==> src/design/bcd_pkg.sv <==
package bcd_pkg;

    // opcodes carried by an input transaction
    localparam logic [1:0] OP_TICK  = 2'd0;
    localparam logic [1:0] OP_WRITE = 2'd1;
    localparam logic [1:0] OP_READ  = 2'd2;

    // register offsets
    localparam logic [2:0] REG_CONTROL = 3'd0;
    localparam logic [2:0] REG_BANK    = 3'd1;
    localparam logic [2:0] REG_SRC_LO  = 3'd2;
    localparam logic [2:0] REG_SRC_HI  = 3'd3;
    localparam logic [2:0] REG_DST_LO  = 3'd4;
    localparam logic [2:0] REG_DST_HI  = 3'd5;
    localparam logic [2:0] REG_LEN_LO  = 3'd6;
    localparam logic [2:0] REG_LEN_HI  = 3'd7;

    // control register bits
    localparam int CTRL_START_BIT = 7;
    localparam int CTRL_DST_BIT   = 5;

    localparam int ADDR_W    = 16;
    localparam int SRC_ADDR_W = 20;
    localparam int BANK_W    = SRC_ADDR_W - (ADDR_W - 1);
    localparam int COUNT_W   = ADDR_W + 1;

    typedef struct packed {
        logic [7:0]            read_data;
        logic                  xfer_valid;
        logic                  src_is_rom;
        logic [SRC_ADDR_W-1:0] src_address;
        logic                  dst_is_cpu;
        logic [ADDR_W-1:0]     dst_address;
        logic                  last_transfer;
        logic                  busy_res;
    } t_result;

endpackage

==> src/design/bcd_in_if.sv <==
interface bcd_in_if;
    logic       valid;
    logic       ready;
    logic [1:0] opcode;
    logic [2:0] reg_offset;
    logic [7:0] write_data;

    modport source(output valid, output opcode, output reg_offset, output write_data,
                   input ready);
    modport sink(input valid, input opcode, input reg_offset, input write_data,
                 output ready);
endinterface

==> src/design/bcd_out_if.sv <==
interface bcd_out_if;
    logic        valid;
    logic        ready;
    logic [7:0]  read_data;
    logic        xfer_valid;
    logic        src_is_rom;
    logic [19:0] src_address;
    logic        dst_is_cpu;
    logic [15:0] dst_address;
    logic        last_transfer;
    logic        busy_res;

    modport source(output valid, output read_data, output xfer_valid, output src_is_rom,
                   output src_address, output dst_is_cpu, output dst_address,
                   output last_transfer, output busy_res, input ready);
    modport sink(input valid, input read_data, input xfer_valid, input src_is_rom,
                 input src_address, input dst_is_cpu, input dst_address,
                 input last_transfer, input busy_res, output ready);
endinterface

==> src/design/block_copy_dma_engine_unit.sv <==
// Block copy DMA engine: register bus plus one byte transfer command per tick.
// The result of a transaction is registered in the output register, or in the skid
// stage while the output holds an untaken result. One transaction per cycle while the
// skid stage is empty; the copy counters and register file update in the cycle of acceptance.
// Reset (i_rst_n low, synchronous): all programmed and copy registers zero, engine idle, output
// and skid stages empty.
module block_copy_dma_engine_unit (
    input  logic       i_clk,
    input  logic       i_rst_n,
    bcd_in_if.sink     i_in,
    bcd_out_if.source  o_out
);

    // programmed registers (a copy never modifies these)
    logic [7:0]                   r_control;
    logic [7:0]                   r_bank;
    logic [bcd_pkg::ADDR_W-1:0]   r_source;
    logic [bcd_pkg::ADDR_W-1:0]   r_dest;
    logic [bcd_pkg::ADDR_W-1:0]   r_length;

    // running copy state
    logic [bcd_pkg::ADDR_W-1:0]   r_cur_source;
    logic [bcd_pkg::ADDR_W-1:0]   r_cur_dest;
    logic [bcd_pkg::COUNT_W-1:0]  r_bytes_left;
    logic                         r_active;

    logic [7:0]                   n_control;
    logic [7:0]                   n_bank;
    logic [bcd_pkg::ADDR_W-1:0]   n_source;
    logic [bcd_pkg::ADDR_W-1:0]   n_dest;
    logic [bcd_pkg::ADDR_W-1:0]   n_length;
    logic [bcd_pkg::ADDR_W-1:0]   n_cur_source;
    logic [bcd_pkg::ADDR_W-1:0]   n_cur_dest;
    logic [bcd_pkg::COUNT_W-1:0]  n_bytes_left;
    logic                         n_active;

    // output register and skid stage
    bcd_pkg::t_result             r_out;
    bcd_pkg::t_result             r_skid;
    logic                         r_out_valid;
    logic                         r_skid_valid;

    bcd_pkg::t_result             res;
    logic                         accept;
    logic                         out_take;
    logic                         out_free;

    // Input stays open as long as the skid stage is empty, so a result that
    // waits at the output does not stall the next transaction.
    assign i_in.ready = !r_skid_valid;
    assign accept     = i_in.valid && i_in.ready;
    assign out_take   = r_out_valid && o_out.ready;
    assign out_free   = !r_out_valid || out_take;

    // Single-pass update: result and next state from the transaction and
    // the current state.
    always_comb begin
        res          = '0;
        n_control    = r_control;
        n_bank       = r_bank;
        n_source     = r_source;
        n_dest       = r_dest;
        n_length     = r_length;
        n_cur_source = r_cur_source;
        n_cur_dest   = r_cur_dest;
        n_bytes_left = r_bytes_left;
        n_active     = r_active;

        case (i_in.opcode)
            bcd_pkg::OP_TICK: begin
                if (r_active) begin
                    res.xfer_valid = 1'b1;
                    res.src_is_rom = r_cur_source[bcd_pkg::ADDR_W-1];
                    // ROM space: bank selects the 32 KB window
                    if (r_cur_source[bcd_pkg::ADDR_W-1]) begin
                        res.src_address = {r_bank[bcd_pkg::BANK_W-1:0],
                                           r_cur_source[bcd_pkg::ADDR_W-2:0]};
                    end else begin
                        res.src_address = {{bcd_pkg::BANK_W{1'b0}},
                                           r_cur_source[bcd_pkg::ADDR_W-2:0]};
                    end
                    res.dst_is_cpu  = r_control[bcd_pkg::CTRL_DST_BIT];
                    res.dst_address = r_cur_dest;
                    n_cur_source    = r_cur_source + 1'b1;
                    n_cur_dest      = r_cur_dest + 1'b1;
                    if (r_bytes_left <= bcd_pkg::COUNT_W'(1)) begin
                        n_bytes_left      = '0;
                        n_active          = 1'b0;
                        res.last_transfer = 1'b1;
                    end else begin
                        n_bytes_left = r_bytes_left - 1'b1;
                    end
                end
            end
            bcd_pkg::OP_WRITE: begin
                // writes while a copy runs are dropped
                if (!r_active) begin
                    case (i_in.reg_offset)
                        bcd_pkg::REG_CONTROL: begin
                            n_control = i_in.write_data;
                            if (i_in.write_data[bcd_pkg::CTRL_START_BIT]) begin
                                n_cur_source = r_source;
                                n_cur_dest   = r_dest;
                                n_bytes_left = {1'b0, r_length} + 1'b1;
                                n_active     = 1'b1;
                            end
                        end
                        bcd_pkg::REG_BANK:   n_bank          = i_in.write_data;
                        bcd_pkg::REG_SRC_LO: n_source[7:0]   = i_in.write_data;
                        bcd_pkg::REG_SRC_HI: n_source[15:8]  = i_in.write_data;
                        bcd_pkg::REG_DST_LO: n_dest[7:0]     = i_in.write_data;
                        bcd_pkg::REG_DST_HI: n_dest[15:8]    = i_in.write_data;
                        bcd_pkg::REG_LEN_LO: n_length[7:0]   = i_in.write_data;
                        default:             n_length[15:8]  = i_in.write_data;
                    endcase
                end
            end
            bcd_pkg::OP_READ: begin
                // reads while busy return zero
                if (!r_active) begin
                    case (i_in.reg_offset)
                        bcd_pkg::REG_CONTROL: res.read_data = {1'b0, r_control[6:0]};
                        bcd_pkg::REG_BANK:    res.read_data = r_bank;
                        bcd_pkg::REG_SRC_LO:  res.read_data = r_source[7:0];
                        bcd_pkg::REG_SRC_HI:  res.read_data = r_source[15:8];
                        bcd_pkg::REG_DST_LO:  res.read_data = r_dest[7:0];
                        bcd_pkg::REG_DST_HI:  res.read_data = r_dest[15:8];
                        bcd_pkg::REG_LEN_LO:  res.read_data = r_length[7:0];
                        default:              res.read_data = r_length[15:8];
                    endcase
                end
            end
            default: ;  // unused opcode: no effect
        endcase

        res.busy_res = n_active;
    end

    // state update on acceptance only
    always_ff @(posedge i_clk) begin
        if (!i_rst_n) begin
            r_control    <= '0;
            r_bank       <= '0;
            r_source     <= '0;
            r_dest       <= '0;
            r_length     <= '0;
            r_cur_source <= '0;
            r_cur_dest   <= '0;
            r_bytes_left <= '0;
            r_active     <= 1'b0;
        end else if (accept) begin
            r_control    <= n_control;
            r_bank       <= n_bank;
            r_source     <= n_source;
            r_dest       <= n_dest;
            r_length     <= n_length;
            r_cur_source <= n_cur_source;
            r_cur_dest   <= n_cur_dest;
            r_bytes_left <= n_bytes_left;
            r_active     <= n_active;
        end
    end

    // Output register with skid: the skid stage only fills when the output
    // holds an untaken result, and drains first so order is kept.
    always_ff @(posedge i_clk) begin
        if (!i_rst_n) begin
            r_out_valid  <= 1'b0;
            r_skid_valid <= 1'b0;
        end else if (out_free) begin
            if (r_skid_valid) begin
                r_out_valid  <= 1'b1;
                r_skid_valid <= accept;
            end else begin
                r_out_valid  <= accept;
            end
        end else if (accept) begin
            r_skid_valid <= 1'b1;
        end
    end

    always_ff @(posedge i_clk) begin
        if (out_free) begin
            if (r_skid_valid) begin
                r_out <= r_skid;
                if (accept) begin
                    r_skid <= res;
                end
            end else if (accept) begin
                r_out <= res;
            end
        end else if (accept) begin
            r_skid <= res;
        end
    end

    assign o_out.valid         = r_out_valid;
    assign o_out.read_data     = r_out.read_data;
    assign o_out.xfer_valid    = r_out.xfer_valid;
    assign o_out.src_is_rom    = r_out.src_is_rom;
    assign o_out.src_address   = r_out.src_address;
    assign o_out.dst_is_cpu    = r_out.dst_is_cpu;
    assign o_out.dst_address   = r_out.dst_address;
    assign o_out.last_transfer = r_out.last_transfer;
    assign o_out.busy_res      = r_out.busy_res;

    // skid stage never holds data behind an empty output register
    a_skid_behind_out: assert property (@(posedge i_clk) disable iff (!i_rst_n)
        r_skid_valid |-> r_out_valid)
        else $error("skid stage valid while output register empty");

    // a last transfer ends the copy
    a_last_ends_copy: assert property (@(posedge i_clk) disable iff (!i_rst_n)
        (accept && r_active && i_in.opcode == bcd_pkg::OP_TICK
         && r_bytes_left <= bcd_pkg::COUNT_W'(1)) |=> !r_active)
        else $error("copy still active after its last transfer");

    // a busy engine never changes the programmed registers
    a_regs_hold_busy: assert property (@(posedge i_clk) disable iff (!i_rst_n)
        r_active |=> ($stable(r_source) && $stable(r_dest) && $stable(r_length)))
        else $error("programmed register changed during a copy");

    // no address is shown without a transfer command
    a_idle_fields_zero: assert property (@(posedge i_clk) disable iff (!i_rst_n)
        (r_out_valid && !r_out.xfer_valid) |->
        (r_out.src_address == '0 && r_out.dst_address == '0 && !r_out.last_transfer))
        else $error("transfer fields set without a transfer");

endmodule

==> src/flat_wrapper.sv <==
// flat-port wrapper written by rule: the top's interface ports become plain ports
module block_copy_dma_engine_unit_flat 
  (i_clk, i_rst_n, i_in_valid, i_in_opcode, i_in_reg_offset, i_in_write_data, i_in_ready, o_out_valid, o_out_read_data, o_out_xfer_valid, o_out_src_is_rom, o_out_src_address, o_out_dst_is_cpu, o_out_dst_address, o_out_last_transfer, o_out_busy_res, o_out_ready);
  bcd_in_if i_in_i ();
  bcd_out_if o_out_i ();
  input  logic i_clk;
  input  logic i_rst_n;
  input wire logic [$bits(i_in_i.valid)-1:0] i_in_valid;
  input wire logic [$bits(i_in_i.opcode)-1:0] i_in_opcode;
  input wire logic [$bits(i_in_i.reg_offset)-1:0] i_in_reg_offset;
  input wire logic [$bits(i_in_i.write_data)-1:0] i_in_write_data;
  output wire logic [$bits(i_in_i.ready)-1:0] i_in_ready;
  output wire logic [$bits(o_out_i.valid)-1:0] o_out_valid;
  output wire logic [$bits(o_out_i.read_data)-1:0] o_out_read_data;
  output wire logic [$bits(o_out_i.xfer_valid)-1:0] o_out_xfer_valid;
  output wire logic [$bits(o_out_i.src_is_rom)-1:0] o_out_src_is_rom;
  output wire logic [$bits(o_out_i.src_address)-1:0] o_out_src_address;
  output wire logic [$bits(o_out_i.dst_is_cpu)-1:0] o_out_dst_is_cpu;
  output wire logic [$bits(o_out_i.dst_address)-1:0] o_out_dst_address;
  output wire logic [$bits(o_out_i.last_transfer)-1:0] o_out_last_transfer;
  output wire logic [$bits(o_out_i.busy_res)-1:0] o_out_busy_res;
  input wire logic [$bits(o_out_i.ready)-1:0] o_out_ready;
  assign i_in_i.valid = i_in_valid;
  assign i_in_i.opcode = i_in_opcode;
  assign i_in_i.reg_offset = i_in_reg_offset;
  assign i_in_i.write_data = i_in_write_data;
  assign i_in_ready = i_in_i.ready;
  assign o_out_valid = o_out_i.valid;
  assign o_out_read_data = o_out_i.read_data;
  assign o_out_xfer_valid = o_out_i.xfer_valid;
  assign o_out_src_is_rom = o_out_i.src_is_rom;
  assign o_out_src_address = o_out_i.src_address;
  assign o_out_dst_is_cpu = o_out_i.dst_is_cpu;
  assign o_out_dst_address = o_out_i.dst_address;
  assign o_out_last_transfer = o_out_i.last_transfer;
  assign o_out_busy_res = o_out_i.busy_res;
  assign o_out_i.ready = o_out_ready;
  block_copy_dma_engine_unit u_core (.i_clk(i_clk), .i_rst_n(i_rst_n), .i_in(i_in_i), .o_out(o_out_i));
endmodule
==> config.mk <==
export PLATFORM = sky130hd
export DESIGN_NAME = block_copy_dma_engine_unit_flat
export DESIGN_NICKNAME = d
export VERILOG_FILES = /design/src/design/bcd_pkg.sv /design/src/design/bcd_in_if.sv /design/src/design/bcd_out_if.sv /design/src/design/block_copy_dma_engine_unit.sv /design/src/flat_wrapper.sv
export SDC_FILE = /design/constraint.sdc
export NUM_CORES = 1
export LEC_CHECK = 0
export ABC_CLOCK_PERIOD_IN_PS = 3400
export BUFFER_PORTS_ARGS = -buffer_cell sky130_fd_sc_hd__buf_2
export CAP_MARGIN = 20
export CORE_MARGIN = 4
export CORE_UTILIZATION = 43
export CTS_BUF_LIST = sky130_fd_sc_hd__clkbuf_16
export DETAILED_ROUTE_END_ITERATION = 8
export GPL_TIMING_DRIVEN = 1
export PLACE_DENSITY = 0.64
export SLEW_MARGIN = 0
export SYNTH_ARGS = -nofsm -noshare
export SYNTH_HDL_FRONTEND = slang
export SYNTH_SLANG_ARGS = --single-unit
==> constraint.sdc <==
create_clock -name i_clk -period 3.4 [get_ports i_clk]
set_input_delay 0.34 -clock i_clk [delete_from_list [all_inputs] [get_ports i_clk]]
set_output_delay 0.34 -clock i_clk [all_outputs]
set_load 0.02 [all_outputs]
==> results of run 1 <==
[kinds of logic after synthesis]
logic type	after synthesis	share of synthesized area [%]
AO/OA/AOI/OAI	222	13.8
XOR/XNOR	13	1.11
adder cells (fa/ha/maj)	5	0.612
buffers and inverters	88	3.49
flip-flops	213	51.3
multiplexers	113	12.0
AND/OR/NAND/NOR	354	17.7
[final cells by class]
| class | count | area, µm² | share of cell area, % |
|---|---|---|---|
| multi-input cells | 707 | 4640 | 40.2 |
| flip-flops and latches | 213 | 5250 | 45.5 |
| clock inverters | 19 | 123 | 1.06 |
| clock buffers | 23 | 576 | 4.99 |
| inverters | 14 | 52.6 | 0.455 |
| repair buffers | 86 | 503 | 4.36 |
| well taps | 319 | 399 | 3.46 |
[per-layer routing]
| layer | global-route usage [%] | up-vias | part of all wire (%) |
|---|---|---|---|
| met2 | 30.9 | 290 | 46 |
| met1 | 26.5 | 3791 | 44 |
| met3 | 2.59 | 56 | 6.0 |
| met5 | 0 | - | 0.073 |
| li1 | - | 3794 | - |
| met4 | 6.73 | 2 | 3.6 |
[power groups by stage]
stage	clock (mW)	combinational, mW	sequential (mW)
2_1_floorplan	0	0.175	2.85
3_3_place_gp	0	0.322	2.80
3_5_place_dp	0	0.325	2.80
4_1_cts	2.39	0.326	2.75
5_1_grt	2.49	0.354	2.75
6_report	2.34	0.326	2.75
[sequential cells by signal (all words and copies together), names as in the netlist]
| name | cells |
|---|---|
| u_core.r_bytes_left | 17 |
| u_core.r_length | 16 |
| u_core.o_out.dst_address | 16 |
| u_core.r_active | 1 |
| u_core.r_control | 7 |
| u_core.r_skid_valid | 1 |
| u_core.r_skid | 49 |
| u_core.o_out.src_address | 20 |
| u_core.o_out.busy_res | 1 |
| u_core.r_cur_source | 16 |
| u_core.o_out.xfer_valid | 1 |
| u_core.r_cur_dest | 16 |
| u_core.o_out.dst_is_cpu | 1 |
| u_core.r_bank | 8 |
| u_core.r_source | 16 |
| u_core.r_dest | 16 |
| u_core.o_out.read_data | 8 |
| u_core.o_out.last_transfer | 1 |
| u_core.o_out.valid | 1 |
| u_core.o_out.src_is_rom | 1 |
[metrics by stage]
step                utilization, %  total power [mW]  area, µm²  worst slack, ns
floorplan                        -              3.02      10200            0.296
global placement              46.2              3.12      10800            0.934
detailed placement            46.2              3.13      10800            0.891
CTS                           49.2              5.46      11500            0.919
global route                  49.3              5.60      11500            0.759
finish                        49.3              5.41      11500             1.08
[critical path: stages, from the launching register on]
cell and delay [ns]:
dfxtp_1 0.35, nor3_2 0.44, o211ai_1 0.29, o21ai_1 0.64, o21ai_0 0.19, a32o_1 0.29
[worst max-delay path by stage]
| stage | endpoint | slack, ns | from | cells after the start |
|---|---|---|---|---|
| after floorplan | u_core.r_skid[0]$_DFFE_PP_ | 0.30 | u_core.o_out.valid$_SDFFE_PN0N_ | 2 |
| final | u_core.r_bytes_left[12]$_SDFFE_PN0P_ | 1.08 | u_core.r_bytes_left[4]$_SDFFE_PN0P_ | 5 |
| after global routing | u_core.r_bytes_left[12]$_SDFFE_PN0P_ | 0.76 | u_core.r_bytes_left[4]$_SDFFE_PN0P_ | 5 |
| after detailed placement | u_core.r_source[10]$_SDFFE_PN0P_ | 0.89 | i_in_opcode[1] | 6 |
| after global placement | u_core.r_source[15]$_SDFFE_PN0P_ | 0.93 | i_in_opcode[1] | 6 |
| after CTS | i_in_ready | 0.92 | u_core.r_skid_valid$_SDFFE_PN0P_ | 2 |
[cells in the final DEF, fill, tap and decap left out, types with 6 or more instances in the layout]
cell type	instances
nand3_1	34
nor3b_1	8
a21oi_1	55
or3_1	10
o21a_1	7
a31oi_1	10
edfxtp_1	98
o31ai_1	7
inv_1	18
clkbuf_16	23
xnor2_1	6
o21ai_0	63
nand4_1	10
nor2_1	108
or2_2	6
o22ai_1	13
nand2b_1	7
xor2_1	7
mux2_2	52
mux2i_1	59
buf_4	17
nor4_1	9
and3_1	12
dfxtp_1	115
a32o_1	7
a211oi_1	12
and2_1	35
nand2_1	69
nor3_1	17
buf_2	67
[synth_stat cells (all sizes together) (12+ instances only)]
cell	count
dfxtp	115
nor2	110
edfxtp	98
nand2	69
o21ai	65
mux2i	59
a21oi	55
mux2	52
clkbuf	51
and2	35
nand3	34
buf	23
nor3	20
inv	13
o22ai	13
a211oi	12
and3	12
==> results.md, run 1 <==
- Reg power frac: 50.7%
- Post-CTS setup buffers: 0
- WP data arrival: 2.72 ns
- DIE HEIGHT: 162 µm
- Power per cell area: 469 mW/mm²
- Hold Vio Cnt, Final: 0
- Hold Path Sink: u_core.r_dest[13]$_SDFFE_PN0P_
- DRT iter0 DRCs: 648
- Setup Total Neg Slack: 0 ns
- Syn Inst Count: 1008
- Initial antenna violation count: 1
- ANT nets after route: 0
- Routability cong.: 0.948
- WS Path Type: flip-flop to flip-flop
- # fillers: 2174
- Post-route DRC: 0
- Fin Hold WS: 0.156 ns
- Setup-failing EPs final: 0
- R2R setup slack: 1.08 ns
- Most used flip-flop cell after synthesis: dfxtp_1
- Psw: 1.28 mW
- Via count: 7933
- Num rows: 56
- Synth unique cells: 66
- Avg Cell Area, Syn: 10.1 µm²
- Placed cells: 1338
- Max Slew Vio Count: 0
- Hold WC Path Type: primary input to flip-flop
- Netlist Area Pre-Place: 0.0102 mm²
- Die ar.: 0.0263 mm²
- H-tree depth: 1
- Die extent in x: 162 µm
- Hold Path Depth: 3
- Area grow syn2layout: 12.9%
- Gr ovfl total: 0
- Peak Freq: 431 MHz
- Post-synth EDFFs: 98
- CTS tree: done
- Clk_skew: 0.0353 ns
- Async SR Flop Fraction: 0%
- Area of the core: 0.0234 mm²
- Status: finished clean
- Yosys reg bits: 213
- Slew @ Worst Pin: 0.799 ns
- Internal power: 4.14 mW
- Clk slew on worst S/H paths: 0.06 ns
- DRT Wirelength: 25900 µm
- RSZ-0062 raised after global routing: no
- Seq/Total Area, Yosys: 51.3%
- Number of global-route vias before repair: 7294
- Min Tclk post-route: 2.32 ns
- Synth area leader: edfxtp_1
- Hold_buf cts: 0
- R2R depth: 5
- Top cell type's share of synthesized area: 28.8%
- Max VDD drop: 0.000310 V
- Worst Path Max Fanout: 11
- # nets final: 1067
- Worst reg2reg endpoint: u_core.r_bytes_left[12]$_SDFFE_PN0P_
- First-pass GRT wire length: 40600 µm
- CP Data Required Time: 3.80 ns
- Min-delay src: i_in_write_data[5]
- Post-CTS sizing: 0
- Bufs on Longest Clock Path: 3
- Clock network power share: 43.2%
- Worst-Skew Late Latency: 0.53 ns
- Worst slew margin: 46.7%
- Top Ports: 68
- Final worst-path cycle share: 68.3%
- Syn Nets: 1030
- CTS root buf: clkbuf_16
- Largest net degree at the start of global routing: 52
- DR vias/cell: 5.74
- Fraction of layout cells with a size suffix above 1: 19.1%
- Routed len/inst: 18.7 µm
- Synthesis warning total: 0
- Post-DP HPWL: 17900 µm
- Number of max-cap violations: 0
- Synth area leaders: edfxtp_1 29%, dfxtp_1 23%, mux2i_1 5.8%
- Initial core utilization: 43.7%
- CTS Buf Count: 23
- Logic gate share of total power: 6.0%
- Leakage: 4.31 nW
- IO buf count: 67
- Sw Share: 23.6%
- Non-filler cells, final: 1381
- Sink Count: 213
- Setup crit end kind: flip-flop
- Initial DRT Pass Iterations: 5
- Crit start category: flip-flop
- Number of diodes: 0
- GRT Overall Usage: 19.1%
- Beginning of the worst register-to-register path: u_core.r_bytes_left[4]$_SDFFE_PN0P_
Power figures use the tool's default switching activity.
==> inputs of run 2 (changes only) <==
--- a/config.mk
+++ b/config.mk
@@ -5,7 +5,8 @@
 export SDC_FILE = /design/constraint.sdc
 export NUM_CORES = 1
 export LEC_CHECK = 0
-export ABC_CLOCK_PERIOD_IN_PS = 3400
+export ABC_AREA = 1
+export ABC_CLOCK_PERIOD_IN_PS = 2400
 export BUFFER_PORTS_ARGS = -buffer_cell sky130_fd_sc_hd__buf_2
 export CAP_MARGIN = 20
 export CORE_MARGIN = 4
==> constraint.sdc (replaced) <==
create_clock -name i_clk -period 2.4 [get_ports i_clk]
set_input_delay 0.24 -clock i_clk [delete_from_list [all_inputs] [get_ports i_clk]]
set_output_delay 0.24 -clock i_clk [all_outputs]
set_load 0.02 [all_outputs]
==> run 2 against run 1 <==
Highest routed layer is now met4. Synthesized area is 1.9% higher. Worst setup slack worse by 0.72 ns. Clock skew is 0.028 ns lower. Routed wire length is 8.7% higher. Power is 52% higher. Synthesized cell count is 34% higher. Sequential power is 43% higher. First-iteration DRC count is 30% higher. Register-to-register slack worse by 0.72 ns. Largest power group unchanged. Fmax is 14% higher. Clock power is 57% higher. Via count is 14% higher.
==> results.md, run 2 <==
- DIE HEIGHT: 164 µm (was 162 µm)
- Placed cells: 1691 (was 1338)
- Worst slew margin: 36.6% (was 46.7%)
- DRT iter0 DRCs: 840 (was 648)
- Synth area leaders: edfxtp_1 28%, dfxtp_1 22%, nand2_1 13% (was edfxtp_1 29%, dfxtp_1 23%, mux2i_1 5.8%)
- Setup crit end kind: flip-flop (unchanged)
- Slew @ Worst Pin: 0.947 ns (was 0.799 ns)
- Sink Count: 213 (unchanged)
- Biggest register: u_core.r_skid (unchanged)
- R2R setup slack: 0.36 ns (was 1.08 ns)
- IO buf count: 67 (unchanged)
- Clock network power share: 44.5% (was 43.2%)
- Seq/Total Area, Yosys: 50.4% (was 51.3%)
- CTS tree: done (unchanged)
- Worst Path Max Fanout: 25 (was 11)
- Initial DRT Pass Iterations: 5 (unchanged)
- Syn Nets: 1371 (was 1030)
- Synth area leader: edfxtp_1 (unchanged)
- DRT Wirelength: 28100 µm (was 25900 µm)
- Die ar.: 0.0268 mm² (was 0.0263 mm²)
- Routability cong.: 0.968 (was 0.948)
- WP data arrival: 2.43 ns (was 2.72 ns)
- Num rows: 56 (unchanged)
- # nets final: 1420 (was 1067)
- Bufs on Longest Clock Path: 3 (unchanged)
- Logic gate share of total power: 8.1% (was 6.0%)
- Top cell type's share of synthesized area: 28.3% (was 28.8%)
- Number of global-route vias before repair: 8288 (was 7294)
- Via count: 9055 (was 7933)
- Peak Freq: 490 MHz (was 431 MHz)
- CP Data Required Time: 2.79 ns (was 3.80 ns)
- Hold WC Path Type: primary input to flip-flop (unchanged)
- Power per cell area: 701 mW/mm² (was 469 mW/mm²)
- RSZ-0062 raised after global routing: no (unchanged)
- Most used flip-flop cell after synthesis: dfxtp_1 (unchanged)
- Die extent in x: 164 µm (was 162 µm)
- Top-count cell post-synth: nand2_1 (was dfxtp_1)
- Hold Vio Cnt, Final: 0 (unchanged)
- Setup Total Neg Slack: 0 ns (unchanged)
- CTS root buf: clkbuf_16 (unchanged)
- CTS Buf Count: 24 (was 23)
- Post-DP HPWL: 20100 µm (was 17900 µm)
- Clk slew on worst S/H paths: 0.06 ns (about the same)
- Top Ports: 68 (unchanged)
- Largest net degree at the start of global routing: 60 (was 52)
- Post-route DRC: 0 (unchanged)
- Netlist Area Pre-Place: 0.0104 mm² (was 0.0102 mm²)
- Crit-path most repeated cell: nand2_1
- Max Slew Vio Count: 0 (unchanged)
- Commonest non-fill, non-tap cell in the layout: nand2_1 (was dfxtp_1)
- Synthesis warning total: 0 (unchanged)
- Area of the core: 0.0237 mm² (was 0.0234 mm²)
- Top cell family by delay on the critical path: simple AND/OR/NAND/NOR gates (was compound AO/OA/AOI/OAI gates)
- Syn Inst Count: 1349 (was 1008)
- Crit path buf inv count: 2 (was 0)
- Yosys reg bits: 213 (unchanged)
- GRT Overall Usage: 20.9% (was 19.1%)
- Post-synth EDFFs: 98 (unchanged)
- Crit start category: flip-flop (unchanged)
- WS Path Type: flip-flop to flip-flop (unchanged)
- Leakage: 4.76 nW (was 4.31 nW)
- Sw Share: 24.7% (was 23.6%)
- Reg power frac: 47.5% (was 50.7%)
- Initial core utilization: 44.0% (was 43.7%)
- Final worst-path cycle share: 85.0% (was 68.3%)
- Hold_buf cts: 0 (unchanged)
- Min Tclk post-route: 2.04 ns (was 2.32 ns)
- # fillers: 2358 (was 2174)
- First-pass GRT wire length: 44900 µm (was 40600 µm)
- Most frequent cells in the layout: 369 x nand2_1, 145 x a21oi_1, 141 x nor2_1, 131 x o21ai_0, 128 x inv_1 (was 115 x dfxtp_1, 108 x nor2_1, 98 x edfxtp_1, 69 x nand2_1, 67 x buf_2)
- Psw: 2.04 mW (was 1.28 mW)
- Async SR Flop Fraction: 0% (unchanged)
- Crit path max-delay cell type: dfxtp_2 (was o21ai_1)
- Initial antenna violation count: 0 (was 1)
- Synth unique cells: 40 (was 66)
- Biggest cell delay along the critical path: 0.51 ns (was 0.64 ns)
- Synth top cells by count: 369 x nand2_1, 145 x a21oi_1, 144 x nor2_1, 131 x o21ai_0, 126 x inv_1 (was 115 x dfxtp_1, 110 x nor2_1, 98 x edfxtp_1, 69 x nand2_1, 63 x o21ai_0)
- Clk_skew: 0.00689 ns (was 0.0353 ns)
- H-tree depth: 1 (unchanged)
- Max reg flops: 49 (unchanged)
- Status: finished clean (unchanged)
- Number of max-cap violations: 0 (unchanged)
- DR vias/cell: 5.22 (was 5.74)
- Number of diodes: 0 (unchanged)
- Internal power: 6.22 mW (was 4.14 mW)
- Post-CTS setup buffers: 0 (unchanged)
- Routed len/inst: 16.2 µm (was 18.7 µm)
- Area grow syn2layout: 13.1% (was 12.9%)
- Avg Cell Area, Syn: 7.72 µm² (was 10.1 µm²)
- Fraction of layout cells with a size suffix above 1: 11.2% (was 19.1%)
- Gr ovfl total: 0 (unchanged)
- Worst-Skew Late Latency: 0.52 ns (was 0.53 ns)
- Crit path cell chain: nand2_1, nor2_2, inv_2, nor2_1, inv_2, nor2_1, nand2_1, nand2_1 (was nor3_2, o211ai_1, o21ai_1, o21ai_0, a32o_1)
- Max VDD drop: 0.000462 V (was 0.000310 V)
- Setup-failing EPs final: 0 (unchanged)
- Non-filler cells, final: 1735 (was 1381)
- ANT nets after route: 0 (unchanged)
- Post-CTS sizing: 0 (unchanged)
-- run 2: cells by family after synthesis --
group	share of synthesized area, %
buffers and inverters	7.57
and+or+nand+nor	25.4
DFF	50.4
xor gates and xnor gates	0.841
adders and majority gates	0.601
AOI/OAI and AO/OA	15.2
-- run 2: tightest hold or removal path, stage by stage --
cell	delay [ns]
buf_2	0.11
o21ai_0	0.08
a21oi_1	0.10
-- run 2: per-layer routing --
layer / wire length [µm] / vias up / GRT usage (%)
li1: - / 4557 / -
met1: 12700 / 4122 / 29.8
met2: 12500 / 317 / 33.0
met3: 2100 / 59 / 2.98
met4: 862 / 0 / 6.40
met5: 0 / - / 0
-- run 2: final timing paths --
path	start	end	cells after the start
max	u_core.r_active$_SDFFE_PN0P_	u_core.o_out.src_address[16]$_DFFE_PP_	8
min reg2reg	u_core.r_cur_dest[4]$_SDFFE_PN0P_	u_core.r_cur_dest[4]$_SDFFE_PN0P_	2
max reg2reg	u_core.r_active$_SDFFE_PN0P_	u_core.o_out.src_address[16]$_DFFE_PP_	8
min	i_in_write_data[3]	u_core.r_bank[3]$_SDFFE_PN0P_	3
-- run 2: power groups by stage --
stage | Sequential (mW) | Clock (mW) | Combinational (mW)
4_1_cts | 3.92 | 3.75 | 0.661
2_1_floorplan | 4.05 | 0 | 0.391
6_report | 3.92 | 3.67 | 0.666
3_3_place_gp | 3.99 | 0 | 0.654
5_1_grt | 3.92 | 3.90 | 0.736
3_5_place_dp | 3.99 | 0 | 0.658
-- run 2: layout make-up --
type,count,area [µm²],area share [%]
clock inverter,20,193,1.64
inverter,135,510,4.33
tap,319,399,3.39
timing repair buffer,78,430,3.65
sequential,213,5250,44.5
multi-input combinational,946,4400,37.3
clock buffer,24,601,5.10
-- run 2: stage by stage --
stage	hold slack, ns	util (%)	area [µm²]	setup WS (ns)	power [mW]
4_1_cts	0.0462	49.7	11800	0.0114	8.32
6_report	0.0588	49.7	11800	0.361	8.25
3_3_place_gp	0.463	46.4	11000	0.0732	4.65
3_5_place_dp	0.467	46.4	11000	0.0339	4.65
5_1_grt	0.0872	49.7	11800	0.156	8.56
2_1_floorplan	0.416	-	10400	0.426	4.44
==> inputs of run 3 (changes only) <==
--- a/config.mk
+++ b/config.mk
@@ -5,8 +5,8 @@
 export SDC_FILE = /design/constraint.sdc
 export NUM_CORES = 1
 export LEC_CHECK = 0
-export ABC_AREA = 1
-export ABC_CLOCK_PERIOD_IN_PS = 2400
+export ABC_AREA = 0
+export ABC_CLOCK_PERIOD_IN_PS = 2100
 export BUFFER_PORTS_ARGS = -buffer_cell sky130_fd_sc_hd__buf_2
 export CAP_MARGIN = 20
 export CORE_MARGIN = 4
==> constraint.sdc (replaced) <==
create_clock -name i_clk -period 2.1 [get_ports i_clk]
set_input_delay 0.21 -clock i_clk [delete_from_list [all_inputs] [get_ports i_clk]]
set_output_delay 0.21 -clock i_clk [all_outputs]
set_load 0.02 [all_outputs]
==> run 3 against run 2 <==
Register-to-register slack got worse by 0.26 ns. Die area decreased by 1.8%. Clock power increased by 9.8%. Worst setup slack got worse by 0.26 ns. Combinational power decreased by 12%. Via count decreased by 10%. Sequential share of layout area decreased by 1.2 points. Routed wire length decreased by 2.6%. First-iteration DRC count decreased by 13%.
==> results.md, run 3 (synthesized netlist as in run 1, its figures left out) <==
- Psw: 2.08 mW (was 2.04 mW)
- Worst Path Max Fanout: 4 (was 25)
- Commonest non-fill, non-tap cell in the layout: dfxtp_1 (was nand2_1)
- Crit start category: flip-flop (unchanged)
- Hold Vio Cnt, Final: 0 (unchanged)
- Bufs on Longest Clock Path: 3 (unchanged)
- Number of max-cap violations: 0 (unchanged)
- Max VDD drop: 0.000430 V (was 0.000462 V)
- # fillers: 2204 (was 2358)
- CTS root buf: clkbuf_16 (unchanged)
- Internal power: 6.99 mW (was 6.22 mW)
- Overall power: 9.07 mW (was 8.25 mW)
- Placed cell area: 0.0113 mm² (was 0.0110 mm²)
- DR vias/cell: 5.64 (was 5.22)
- CP Launch Point: u_core.r_bytes_left[16]$_SDFFE_PN0P_ (was u_core.r_active$_SDFFE_PN0P_)
- Min-delay src: i_in_valid (was i_in_write_data[3])
- WS Path Type: flip-flop to flip-flop (unchanged)
- Setup-failing EPs final: 0 (unchanged)
- RSZ-0062 raised after global routing: no (unchanged)
- CTS tree: done (unchanged)
- Biggest cell delay along the critical path: 0.59 ns (was 0.51 ns)
- Routed len/inst: 19.0 µm (was 16.2 µm)
- IO buf count: 67 (unchanged)
- Setup crit end kind: flip-flop (unchanged)
- Via count: 8124 (was 9055)
- Die extent in x: 162 µm (was 164 µm)
- Leakage: 4.65 nW (was 4.76 nW)
- Max Slew Vio Count: 0 (unchanged)
- Worst-Skew Late Latency: 0.51 ns (was 0.52 ns)
- Sink Count: 213 (unchanged)
- Slew @ Worst Pin: 0.494 ns (was 0.947 ns)
- Post-DP HPWL: 19200 µm (was 20100 µm)
- Area grow syn2layout: 18.5% (was 13.1%)
- Top Ports: 68 (unchanged)
- Largest net degree at the start of global routing: 50 (was 60)
- Clk_skew: 0.00857 ns (was 0.00689 ns)
- GRT Overall Usage: 20.6% (was 20.9%)
- Logic gate share of total power: 6.5% (was 8.1%)
- Initial DRT Pass Iterations: 5 (unchanged)
- Status: finished clean (unchanged)
- First-pass GRT wire length: 43400 µm (was 44900 µm)
- Area of the core: 0.0234 mm² (was 0.0237 mm²)
- Reg power frac: 49.0% (was 47.5%)
- Num rows: 56 (unchanged)
- Number of global-route vias before repair: 7776 (was 8288)
- Biggest register: u_core.r_skid (unchanged)
- Placed cells: 1396 (was 1691)
- Fraction of layout cells with a size suffix above 1: 23.2% (was 11.2%)
- Post-route DRC: 0 (unchanged)
- Crit path buf inv count: 0 (was 2)
- Min Tclk post-route: 2.00 ns (was 2.04 ns)
- CTS Buf Count: 24 (unchanged)
- Clock network power share: 44.5% (about the same)
- Max reg flops: 49 (unchanged)
- Worst slew margin: 67.0% (was 36.6%)
- Hold WC Path Type: primary input to flip-flop (unchanged)
- R2R setup slack: 0.10 ns (was 0.36 ns)
- Power per cell area: 749 mW/mm² (was 701 mW/mm²)
- Crit path max-delay cell type: or4_1 (was dfxtp_2)
- Initial core utilization: 43.7% (was 44.0%)
- Top cell family by delay on the critical path: simple AND/OR/NAND/NOR gates (unchanged)
- Post-CTS sizing: 0 (unchanged)
- Sw Share: 22.9% (was 24.7%)
- Peak Freq: 500 MHz (was 490 MHz)
- Post-CTS setup buffers: 0 (unchanged)
- DIE HEIGHT: 162 µm (was 164 µm)
- Gr ovfl total: 0 (unchanged)
- Die ar.: 0.0263 mm² (was 0.0268 mm²)
- Non-filler cells, final: 1441 (was 1735)
- DRT iter0 DRCs: 734 (was 840)
- Routability cong.: 0.957 (was 0.968)
- Most frequent cells in the layout: 114 x dfxtp_1, 108 x nor2_1, 98 x edfxtp_1, 69 x nand2_1, 68 x buf_4 (was 369 x nand2_1, 145 x a21oi_1, 141 x nor2_1, 131 x o21ai_0, 128 x inv_1)
- Crit path cell chain: or4_1, nand3b_4, or2_2, o21ai_1, a221oi_1 (was nand2_1, nor2_2, inv_2, nor2_1, inv_2, nor2_1, nand2_1, nand2_1)
- WP data arrival: 2.24 ns (was 2.43 ns)
- Hold_buf cts: 0 (unchanged)
- ANT nets after route: 0 (unchanged)
- DRT Wirelength: 27400 µm (was 28100 µm)
- Clk slew on worst S/H paths: 0.06 ns (about the same)
- Initial antenna violation count: 0 (unchanged)
- Final worst-path cycle share: 95.2% (was 85.0%)
- # nets final: 1125 (was 1420)
- CP Data Required Time: 2.34 ns (was 2.79 ns)
- Beginning of the worst register-to-register path: u_core.r_bytes_left[16]$_SDFFE_PN0P_ (was u_core.r_active$_SDFFE_PN0P_)
- H-tree depth: 1 (unchanged)
- Design area: 0.0121 mm² (was 0.0118 mm²)
[run 3: cell count changes in the layout (fill, tap and decap cells not counted), sizes merged, moves of 35 or more]
cell,delta
a21oi,-90
and2,+35
buf,+65
inv,-114
mux2,+52
mux2i,+59
nand2,-304
nand3,-36
nor2,-38
o21ai,-71
[run 3: final cells by class]
class	count	area [µm²]	area share [%]
Clock buffer	25	626	5.17
Tap cell	319	399	3.30
Antenna cell	1	2.50	0.0207
Inverter	14	52.6	0.434
Sequential cell	213	5250	43.3
Timing Repair Buffer	143	1010	8.31
Clock inverter	19	133	1.10
Multi-Input combinational cell	707	4650	38.4
[run 3: worst reg2reg max path, cell delays in order (launching register included)]
cell,delay (ns)
dfxtp_1,0.32
or4_1,0.59
nand3b_4,0.20
or2_2,0.33
o21ai_1,0.19
a221oi_1,0.10
[run 3: metal layers]
| metal | GRT usage, % | up-vias | wire, µm |
|---|---|---|---|
| li1 | - | 3918 | - |
| met1 | 28.6 | 3923 | 12300 |
| met2 | 33.8 | 227 | 12800 |
| met3 | 2.74 | 56 | 1420 |
| met4 | 6.61 | 0 | 803 |
| met5 | 0 | - | 0 |
[run 3: power groups by stage]
stage | combinational [mW] | clock, mW | sequential (mW)
after floorplan | 0.285 | 0 | 4.61
after global placement | 0.583 | 0 | 4.53
after detailed placement | 0.587 | 0 | 4.54
after CTS | 0.589 | 4.11 | 4.45
after global routing | 0.635 | 4.29 | 4.45
final | 0.589 | 4.03 | 4.45
[run 3: path summary, 6_finish.rpt]
path | cells past startpoint | end
setup / recovery | 5 | u_core.o_out.busy_res$_DFFE_PP_
hold / removal | 3 | u_core.r_skid_valid$_SDFFE_PN0P_
setup reg to reg | 5 | u_core.o_out.busy_res$_DFFE_PP_
hold reg to reg | 2 | u_core.r_cur_source[11]$_SDFFE_PN0P_
[run 3: per-stage QoR]
stage	hold WS [ns]	worst slack (ns)	setup TNS [ns]	utilization, %
after global routing	0.0682	0.00684	0	51.7
final	0.0617	0.100	0	51.7
after detailed placement	0.479	0.0596	0	48.5
after CTS	0.0461	0.0136	0	51.7
after global placement	0.467	0.0707	0	48.5
after floorplan	0.385	-0.0476	-2.33	-
